--- src/design/rrg_pkg.sv ---
// Types and constants for the rounded rectangle gradient span generator.
package rrg_pkg;

  localparam int CFG_IDX_W  = 3;
  localparam int CFG_DATA_W = 24;

  localparam logic [7:0] ALPHA_OPAQUE = 8'hFF;

  typedef enum logic [CFG_IDX_W-1:0] {
    REG_RECT_X        = 3'd0,
    REG_RECT_Y        = 3'd1,
    REG_RECT_W        = 3'd2,
    REG_RECT_H        = 3'd3,
    REG_CORNER_RADIUS = 3'd4,
    REG_TOP_RGB       = 3'd5,
    REG_COLOR_BOTTOM  = 3'd6
  } reg_idx_t;

  typedef struct packed {
    logic [12:0] rect_x;
    logic [12:0] rect_y;
    logic [11:0] rect_w;
    logic [11:0] rect_h;
    logic [10:0] corner_radius;
    logic [23:0] top_rgb;
    logic [23:0] color_bottom;
  } cfg_t;

  typedef struct packed {
    logic [11:0] screen_row;
    logic [11:0] span_start;
    logic [12:0] span_length;
    logic [31:0] span_color;
    logic        span_visible;
  } span_t;

endpackage

--- src/design/rrg_regs.sv ---
// Configuration register file of the span generator.
module rrg_regs import rrg_pkg::*; (
  input  logic                  clk,
  input  logic                  rst_n,
  input  logic                  wr_en,
  input  logic [CFG_IDX_W-1:0]  wr_index,
  input  logic [CFG_DATA_W-1:0] wr_data,
  output cfg_t                  cfg
);

  cfg_t cfg_r;
  cfg_t cfg_nxt;

  always_comb begin
    cfg_nxt = cfg_r;
    if (wr_en) begin
      case (wr_index)
        REG_RECT_X:        cfg_nxt.rect_x        = wr_data[12:0];
        REG_RECT_Y:        cfg_nxt.rect_y        = wr_data[12:0];
        REG_RECT_W:        cfg_nxt.rect_w        = wr_data[11:0];
        REG_RECT_H:        cfg_nxt.rect_h        = wr_data[11:0];
        REG_CORNER_RADIUS: cfg_nxt.corner_radius = wr_data[10:0];
        REG_TOP_RGB:       cfg_nxt.top_rgb       = wr_data;
        REG_COLOR_BOTTOM:  cfg_nxt.color_bottom  = wr_data;
        default: ;
      endcase
    end
  end

  always_ff @(posedge clk) begin
    if (!rst_n) begin
      cfg_r <= '0;
    end else begin
      cfg_r <= cfg_nxt;
    end
  end

  assign cfg = cfg_r;

endmodule

--- config.mk ---
export PLATFORM = sky130hd
export DESIGN_NAME = rrg_regs
export DESIGN_NICKNAME = d
export VERILOG_FILES = /design/src/design/rrg_pkg.sv /design/src/design/rrg_regs.sv
export SDC_FILE = /design/constraint.sdc
export NUM_CORES = 1
export LEC_CHECK = 0
export BUFFER_PORTS_ARGS = -buffer_cell sky130_fd_sc_hd__clkbuf_2
export CORE_MARGIN = 4
export CORE_UTILIZATION = 40
export DETAILED_ROUTE_END_ITERATION = 7
export PLACE_DENSITY = 0.66
export SKIP_CTS_REPAIR_TIMING = 1
export SYNTH_ARGS = -nofsm -noshare
export SYNTH_HDL_FRONTEND = slang
export SYNTH_SLANG_ARGS = --single-unit
export TNS_END_PERCENT = 1
--- constraint.sdc ---
create_clock -name clk -period 1.1 [get_ports clk]
set_clock_uncertainty 0.15 [all_clocks]
set_input_delay 0.055 -clock clk [delete_from_list [all_inputs] [get_ports clk]]
set_output_delay 0.055 -clock clk [all_outputs]
set_load 0.02 [all_outputs]
==> Word-level counts from Yosys, hierarchy flattened <==
Index checks and enable logic that the tools add are counted.
{ "op_classes": {"eq_ne": 6, "reduce_logical": 8} }
{ "op_table": {"columns": ["cell", "n"], "rows": [
  ["$reduce_and A2 Y1", 7],
  ["$eq A3 B3 Y1 const B", 3],
  ["$eq A3 B2 Y1 const B", 2],
  ["$eq A3 B1 Y1 const B", 1],
  ["$logic_not A3 Y1", 1]
]} }
{ "word_totals": {"ff_bits": 109, "output_inout_bits": 109, "wordCells": 21} }

==> Longest topological paths before layout <==
Gate-level depths: netlist (run 1).
{ "logic_depth": {"ltp_word": 2, "depth_mapped": 5, "ltp_nobuf": 2} }

==> Worst setup path before layout (run 1) <==
OpenSTA, ideal clock, no wires.
{ "synth_timing": {"path_kind": "input-to-reg", "startpoint": "input port wr_index[0]", "endpoint": "register cfg_r, in the netlist cfg[100]", "t_arrival_ns": 0.966, "t_required_ns": 0.826, "slack_ns": -0.140, "cell_stages": 4, "n_path_buf": 2, "cell_sequence": "or4b_1 buf_2 buf_6 mux2i_1"} }
{ "synth_between": {"elab_chain_len": 2} }
{ "synth_rtl": {"columns": ["item", "line_no", "source"], "rows": [
  ["from (decl)", "rrg_regs.sv:6", "input logic [CFG_IDX_W-1:0] wr_index,"],
  ["$logic_not A3 Y1", "rrg_regs.sv:17", "case (wr_index)"],
  ["$reduce_and A2 Y1 (no line)", null, null],
  ["to (signal assigned)", "rrg_regs.sv:34", "cfg_r <= cfg_nxt;"],
  ["to (decl)", "rrg_regs.sv:11", "cfg_t cfg_r;"]
]} }
Every way passes these cells.
A chain may end at the register's enable or synchronous reset.

==> Worst setup path after layout (run 1) <==
{ "layout_timing": {"startpoint": "register cfg_r, in the netlist cfg[13]", "endpoint": "output port cfg[13] in the netlist's numbering"} }
{ "layout_rtl": {"columns": ["item", "line_no", "source"], "rows": [
  ["to (decl)", "rrg_regs.sv:8", "output cfg_t cfg"]
]} }
No word-level cell between the ends.

==> run metrics, run 1 <==
status=finished, violations left; violated checks=negative hold slack, negative setup slack; CP arrival=910 ps; clock tree buffer depth=2; Via Count=approximately 3300; Cell Chain, Critical Path=clkbuf_2; final instance area=around 5800 sq um; fin crit share=102%; RSZ-0062 raised after global routing=yes; Residual DRC=0; Worst Hold Launch=rst_n; Worst R2R Start=cfg[56]; Syn-to-layout area delta=46.9%; fmax=894 MHz; switching part of the total=26.6%; Synthesis Warnings=0; r2r setup slk=a little over 300 ps; die width=108 um; standard-cell row count=36; max_cap viols=0; min-delay worst type=input pin to flip-flop; Syn Inst Count=between 300 and 400; initial drt markers=between 100 and 150; total gr overflow=0; CP Class=flip-flop to output pin; Core Region=9730 sq um; Clk pwr share=31.8%; max reg flops=109; Pint=5.29 mW; largest net degree at the start of global routing=35; WL/cell=approximately 16 um; routability cong.=roughly 0.77; height of the die=108 um; placed standard-cell area=5040 sq um; WHS=-60.1 ps; ratio of total power to cell area=around 1200 nW/um^2; fin. max-slew vios=0; top cells by area, synth=dfxtp_1 55%, mux2i_1 27%, nand2_1 13%, buf_2 1.5%, clkbuf_1 1.2%; Reg power frac=56.8%; largest delay contributor family on the critical path=flip-flops; slowest CP cell=dfxtp_1; mean post-synth cell area=just over 10 sq um; Final HPWL DP=approximately 7500 um; Worst Hold Depth=3; clk slew on worst S/H paths=~110 ps; # setup viols final=1; H-tree levels=3; Total GRT Usage=18.2%; ANT cells=0; cells on worst reg2reg path=2; Tightest Pin Transition=353 ps; initial antenna violation count=0; Clock Latency Late Sink=360 ps; Clock Sinks=109; placed cells=~650; Ports=~140; Slew headroom=76.4%; share of cells above drive strength 1=a little under half; post-synthesis sequential area ratio=55.0%; Final WS setup=-18.9 ps; Num CTS Buffers=9; first-pass GRT wire length=16400 um; final hold vios=4; Total Die Area=11600 sq um; max incr delay on CP=360 ps; crit start category=flip-flop; routed vias/inst=4.80; post-detailed-route count of antenna-violating nets=0; clk root buf=clkbuf_8; switching power total=1.92 mW; Initial DRT Pass Iterations=5; area leader, netlist=dfxtp_1; Seq cells post-synth=109; minimum clock period=~1100 ps; final net count=579; Post-Syn Nets=around 420; TritonCTS clock tree=yes; reg-to-reg endpoint=cfg[56]; post-synthesis cell area=3970 sq um; port buffer count=about 140; final wirelength=11200 um; Yosys cell types=11; Worst Setup End Kind=output pin; Logic pwr share=between 10% and 20%; Worst EP required=between 800 and 900 ps; post-synth top area share=between 50% and 60%; initial cell density of the core=about 41%; Worst Path Buf+Inv=1; VDD IR max=588 uV; critical path peak fanout=2; fin cells=687; Hold Path Sink=cfg[2]; vias in the first global route=3175; Leak=around 3 nW
[cells in the mapped netlist, drive strengths merged]
| cell | n |
|---|---|
| nand2 | 133 |
| dfxtp | 109 |
| mux2i | 109 |
| buf | 15 |
| clkbuf | 13 |
| nand4b | 3 |
| nand4bb | 2 |
| nor4bb | 1 |
| or4b | 1 |
[power by group through the flow]
stage / Combinational (mW) / Clock (mW) / Sequential, mW
after floorplan: 0.272 / 0 / 4.27
after global placement: 0.702 / 0 / 4.17
after detailed placement: 0.711 / 0 / 4.17
after CTS: 0.713 / 2.36 / 4.08
after global routing: 0.875 / 2.51 / 4.11
final: 0.818 / 2.30 / 4.09
[layout by cell type, fill, tap and decap left out, drive strengths merged]
cell         netlist  routed
nand2            133     133
dfxtp            109     109
clkbuf            13      41
buf               15     131
or4b               1       1
mux2i            109     109
nand4bb            2       2
nor4bb             1       1
inv                0       3
dlygate4sd3        0      18
nand4b             3       3
clkinvlp           0       2
clkinv             0       1
[worst max path at each step]
stage | startpoint | to | slack, ps | cells after the start
after floorplan | wr_index[0] | cfg[100] | -130 | 4
after global placement | wr_index[0] | cfg[103] | -170 | 3
after detailed placement | wr_index[0] | cfg[97] | -190 | 3
after CTS | cfg[83] | cfg[83] | -50 | 1
after global routing | cfg[13] | cfg[13] | -50 | 1
final | cfg[13] | cfg[13] | -20 | 1
[cell type report]
type | instances | area (sq um)
well taps | 133 | 166
flip-flops and latches | 109 | 2290
repair buffers | 180 | 1510
clock inverters | 6 | 55.1
clock buffers | 10 | 128
multi-input cells | 249 | 1680
fillers | 826 | 3900
[stage by stage]
step	util (%)	total power, mW	setup slack (ps)	TNS, ps
2_1_floorplan	-	4.54	-129	-7220
3_3_place_gp	51.8	4.87	-166	-6940
3_5_place_dp	51.8	4.88	-189	-7790
4_1_cts	53.7	7.15	-48.3	-1630
5_1_grt	59.9	7.50	-50.9	-191
6_report	59.9	7.21	-18.9	-18.9
[logic make-up (layout without fill, tap and decap cells)]
kind of cell	count (synthesis)	after routing	share of synthesized area, %
simple gates	140	140	14.3
mux	109	109	27.5
flops	109	109	55.0
buf+inv	28	196	3.22
[metal layers]
layer  vias up  GRT usage (%)  part of all wire (%)
met5         -              0                     0
met4         0           6.76                   2.3
met3        23           4.50                   5.9
met2        96           29.7                    48
met1      1578           23.4                    43
li1       1600              -                     -
Note: power is estimated with default switching activity, not from simulation.
==> inputs of run 2 (changes only) <==
- PLACE_DENSITY: 0.66 -> 0.63
- clock period: 1.1 -> 1.07 ns (I/O delays scaled with it)
==> run 2 against run 1 <==
The run ends with negative hold slack left. Worst setup slack gained 31 ps. Final cell count is 1.0% higher. Die area unchanged. Critical path type unchanged. Largest cell class unchanged. Largest power group unchanged.
==> run metrics, run 2 (synthesis results as in run 1) <==
status=finished, violations left; violated checks=negative hold slack; Tightest Pin Transition=370 ps; routability cong.=0.747; Ports=between 100 and 150; largest net degree at the start of global routing=31; clk root buf=clkbuf_8; commonest non-fill, non-tap cell in the layout=nand2_1; DRT met1 WL=about 5100 um; initial drt markers=97; ANT cells=0; total gr overflow=0; fmax=945 MHz; RSZ-0062 raised after global routing=yes; share of cells above drive strength 1=52.4%; slowest CP cell=dfxtp_2; most frequent cells in the layout=133 x nand2_1, 109 x mux2i_1, 109 x dfxtp_2; standard-cell row count=36; Via Count=3310; height of the die=between 100 and 150 um; clock tree buffer depth=2; Residual DRC=0; Cell Chain, Critical Path=buf_6; max reg flops=109; largest delay contributor family on the critical path=flip-flops; Core Region=9730 sq um; r2r setup slk=270 ps; Total Die Area=11600 sq um; critical path peak fanout=2; CP Class=flip-flop to output pin; max_cap viols=0; Clock Sinks=109; Total GRT Usage=between 10% and 20%; met2 wire length=slightly above 6000 um; Clock Latency Late Sink=350 ps; Hold Path Sink=cfg[104]; H-tree levels=3; final hold vios=11; Worst Hold Launch=rst_n; Worst EP required=roughly 870 ps; final net count=586; Worst R2R Start=cfg[28]; met3 routed WL=around 660 um; min-delay worst type=input pin to flip-flop; first-pass GRT wire length=16500 um; Syn-to-layout area delta=58.6%; routed vias/inst=4.77; Leak=3.21 nW; ratio of total power to cell area=roughly 1300 nW/um^2; crit start category=flip-flop; clk slew on worst S/H paths=110 ps; final wirelength=approximately 12000 um; minimum clock period=about 1100 ps; max incr delay on CP=370 ps; fin. max-slew vios=0; CP arrival=850 ps; vias in the first global route=between 3000 and 4000; Worst Setup End Kind=output pin; fin crit share=roughly 100%; VDD IR max=796 uV; die width=108 um; Worst Path Buf+Inv=1; uppermost layer routed=met4; TritonCTS clock tree=yes; Final HPWL DP=~7900 um; Slew headroom=75.3%; Util after Layout=64.7%; Worst Hold Depth=3; reg-to-reg endpoint=cfg[28]; port buffer count=about 140; Num CTS Buffers=9; # setup viols final=0; initial antenna violation count=0; Initial DRT Pass Iterations=4; WL/cell=approximately 17 um; WHS=-38.8 ps; cells on worst reg2reg path=2; initial cell density of the core=40.8%; post-detailed-route count of antenna-violating nets=0
## run 2: cell types whose count changed in the layout (fill, tap and decap cells not counted), sizes merged
cell         previous run  this run
buf                   131       139
bufinv                  0         2
clkbuf                 41        37
clkinv                  1         3
clkinvlp                2         0
dlygate4sd3            18        20
inv                     3         2
## run 2: layout make-up
class | instances | area (sq um)
Clock buffer | 9 | 124
Clock inverter | 7 | 106
Fill cell | 773 | 3430
Multi-Input combinational cell | 249 | 1680
Sequential cell | 109 | 2320
Tap cell | 133 | 166
Timing Repair Buffer | 187 | 1900
## run 2: layer usage
layer  vias to the layer above  GRT usage (%)
met5                         -              0
met4                         0           4.87
met3                        17           5.52
met2                        87           30.0
met1                      1584           23.9
li1                       1622              -
## run 2: how the worst max path moves through the flow
stage	start	endpoint	slack, ps	cells after the start
after floorplan	wr_index[0]	cfg[100]	-160	4
after global placement	wr_index[0]	cfg[97]	-190	3
after detailed placement	wr_index[2]	cfg[88]	-230	5
after CTS	cfg[103]	cfg[103]	-80	1
after global routing	cfg[65]	cfg[65]	-40	1
final	cfg[65]	cfg[65]	10	1
## run 2: where the power goes
part / total, mW / internal [mW] / leakage, nW / switching, mW
clock network: 2.82 / 1.36 / 0.116 / 1.47
registers: 4.23 / 4.16 / 0.935 / 0.0705
logic: 0.900 / 0.443 / 2.15 / 0.457
total: 7.95 / 5.96 / 3.21 / 1.99
## run 2: through the flow
stage	setup slack, ps	instance area, sq um	cells	total power, mW	setup TNS [ps]
after global routing	-39.7	6290	694	8.26	-1150
after detailed placement	-228	5050	658	5.02	-11940
final	11.7	6290	694	7.95	0
after CTS	-82.5	5280	674	7.79	-4840
after floorplan	-157	3980	386	4.67	-10060
after global placement	-192	5050	658	5.01	-9510
## run 2: worst min-delay path, delay by kind of cell
kind          cells  cell delay [ps]
simple gates      1              110
buf+inv           1              230
mux               1               60
==> inputs of run 3 (changes only) <==
- CORE_ASPECT_RATIO: default -> 1.25
==> run 3 against run 2 <==
The flow now finishes without violations. Sequential share of layout area rose by 2.5 points. Routed wire length shrank 9.7%. Worst setup slack worse by 3.1 ps. Register-to-register slack gained 40 ps. Cell area shrank 9.3%. Combinational power is 12% lower. Critical path depth unchanged. Die area barely moved. Global-route usage decreased by 0.47 points. Clock-buffer cell count is 2 higher.
==> run metrics, run 3 (synthesis results as in run 1) <==
most frequent cells in the layout=133 x nand2_1, 109 x mux2i_1, 92 x buf_4; Core Region=about 9700 sq um; Initial DRT Pass Iterations=4; initial cell density of the core=41.1%; Slew headroom=73.7%; Syn-to-layout area delta=43.9%; Residual DRC=0; Ports=~140; Final Power=between 8 and 9 mW; Worst Path Buf+Inv=1; max reg flops=between 100 and 150; Total Die Area=11600 sq um; WHS=5.09 ps; placed standard-cell area=about 5000 sq um; clk root buf=clkbuf_16; Tightest Pin Transition=394 ps; final net count=roughly 570; routed vias/inst=4.77; max_cap viols=0; slowest CP cell=dfxtp_1; ANT cells=0; Via Count=3208; height of the die=119 um; final instance area=5710 sq um; max incr delay on CP=340 ps; fin cells=673; min-delay worst type=input pin to flip-flop; Clock Latency Late Sink=around 340 ps; WL/cell=16.1 um; Worst EP required=870 ps; RSZ-0062 raised after global routing=yes; CP arrival=860 ps; Cell Chain, Critical Path=clkbuf_2; fmax=942 MHz; dpl ws=-272 ps; standard-cell row count=40; routability cong.=about 0.79; commonest non-fill, non-tap cell in the layout=nand2_1; largest net degree at the start of global routing=55; Clock Sinks=~110; vias in the first global route=3119; status=complete, no violations; Leak=3.04 nW; critical path peak fanout=2; clk slew on worst S/H paths=70 ps; VDD IR max=785 uV; Num CTS Buffers=9; CP Class=flip-flop to output pin; final hold vios=0; fin. max-slew vios=0; initial antenna violation count=0; total gr overflow=0; initial drt markers=94; final wirelength=10800 um; minimum clock period=approximately 1100 ps; fin crit share=between 90% and 100%; clock tree buffer depth=2; share of cells above drive strength 1=between 40% and 50%; # setup viols final=0; Worst Setup End Kind=output pin; placed cells=640; port buffer count=138; largest delay contributor family on the critical path=flip-flops; Total GRT Usage=between 10% and 20%; die width=97.1 um; Final WS setup=~8.6 ps; Final HPWL DP=7430 um; crit start category=flip-flop; first-pass GRT wire length=16500 um; ratio of total power to cell area=1410 nW/um^2; TritonCTS clock tree=yes; H-tree levels=3; post-detailed-route count of antenna-violating nets=0
-- run 3: per-stage QoR --
stage	setup TNS (ps)	utilization [%]
after floorplan	-10060	-
after global placement	-13770	51.5
after detailed placement	-15540	51.5
after CTS	-897	54.2
after global routing	-120	59.1
final	0	59.1
-- run 3: layout make-up --
class,instances,area (sq um)
fill,844,3950
sequential,109,2240
multi-input combinational,249,1680
timing repair buffer,173,1360
clock buffer,11,233
tap,126,158
clock inverter,5,36.3
-- run 3: worst paths after layout --
path | startpoint | to | slack (ps) | cells past startpoint
worst max register to register | cfg[97] | cfg[97] | 310 | 2
worst min register to register | cfg[58] | cfg[58] | 310 | 2
worst max-delay path | cfg[75] | cfg[75] | 9 | 1
worst min-delay path | wr_data[10] | cfg[10] | 5 | 3
-- run 3: layer usage --
layer | GRT usage (%) | vias to the layer above | part of all wire (%)
li1 | - | 1584 | -
met1 | 23.6 | 1512 | 45
met2 | 27.8 | 101 | 47
met3 | 5.68 | 11 | 6.8
met5 | 0 | - | 0
met4 | 6.58 | 0 | 1.3
-- run 3: worst min-delay path: cells and delay by family --
| kind | cells | cell delay (ps) |
|---|---|---|
| buffers and inverters | 1 | 80 |
| AND/OR/NAND/NOR | 1 | 220 |
| multiplexers | 1 | 110 |
-- run 3: report_power, final --
part / switching, mW / internal, mW / total (mW)
Sequential: 0.0524 / 4.15 / 4.20
Clock: 1.46 / 1.59 / 3.05
Combinational: 0.439 / 0.356 / 0.795
Total: 1.95 / 6.09 / 8.05
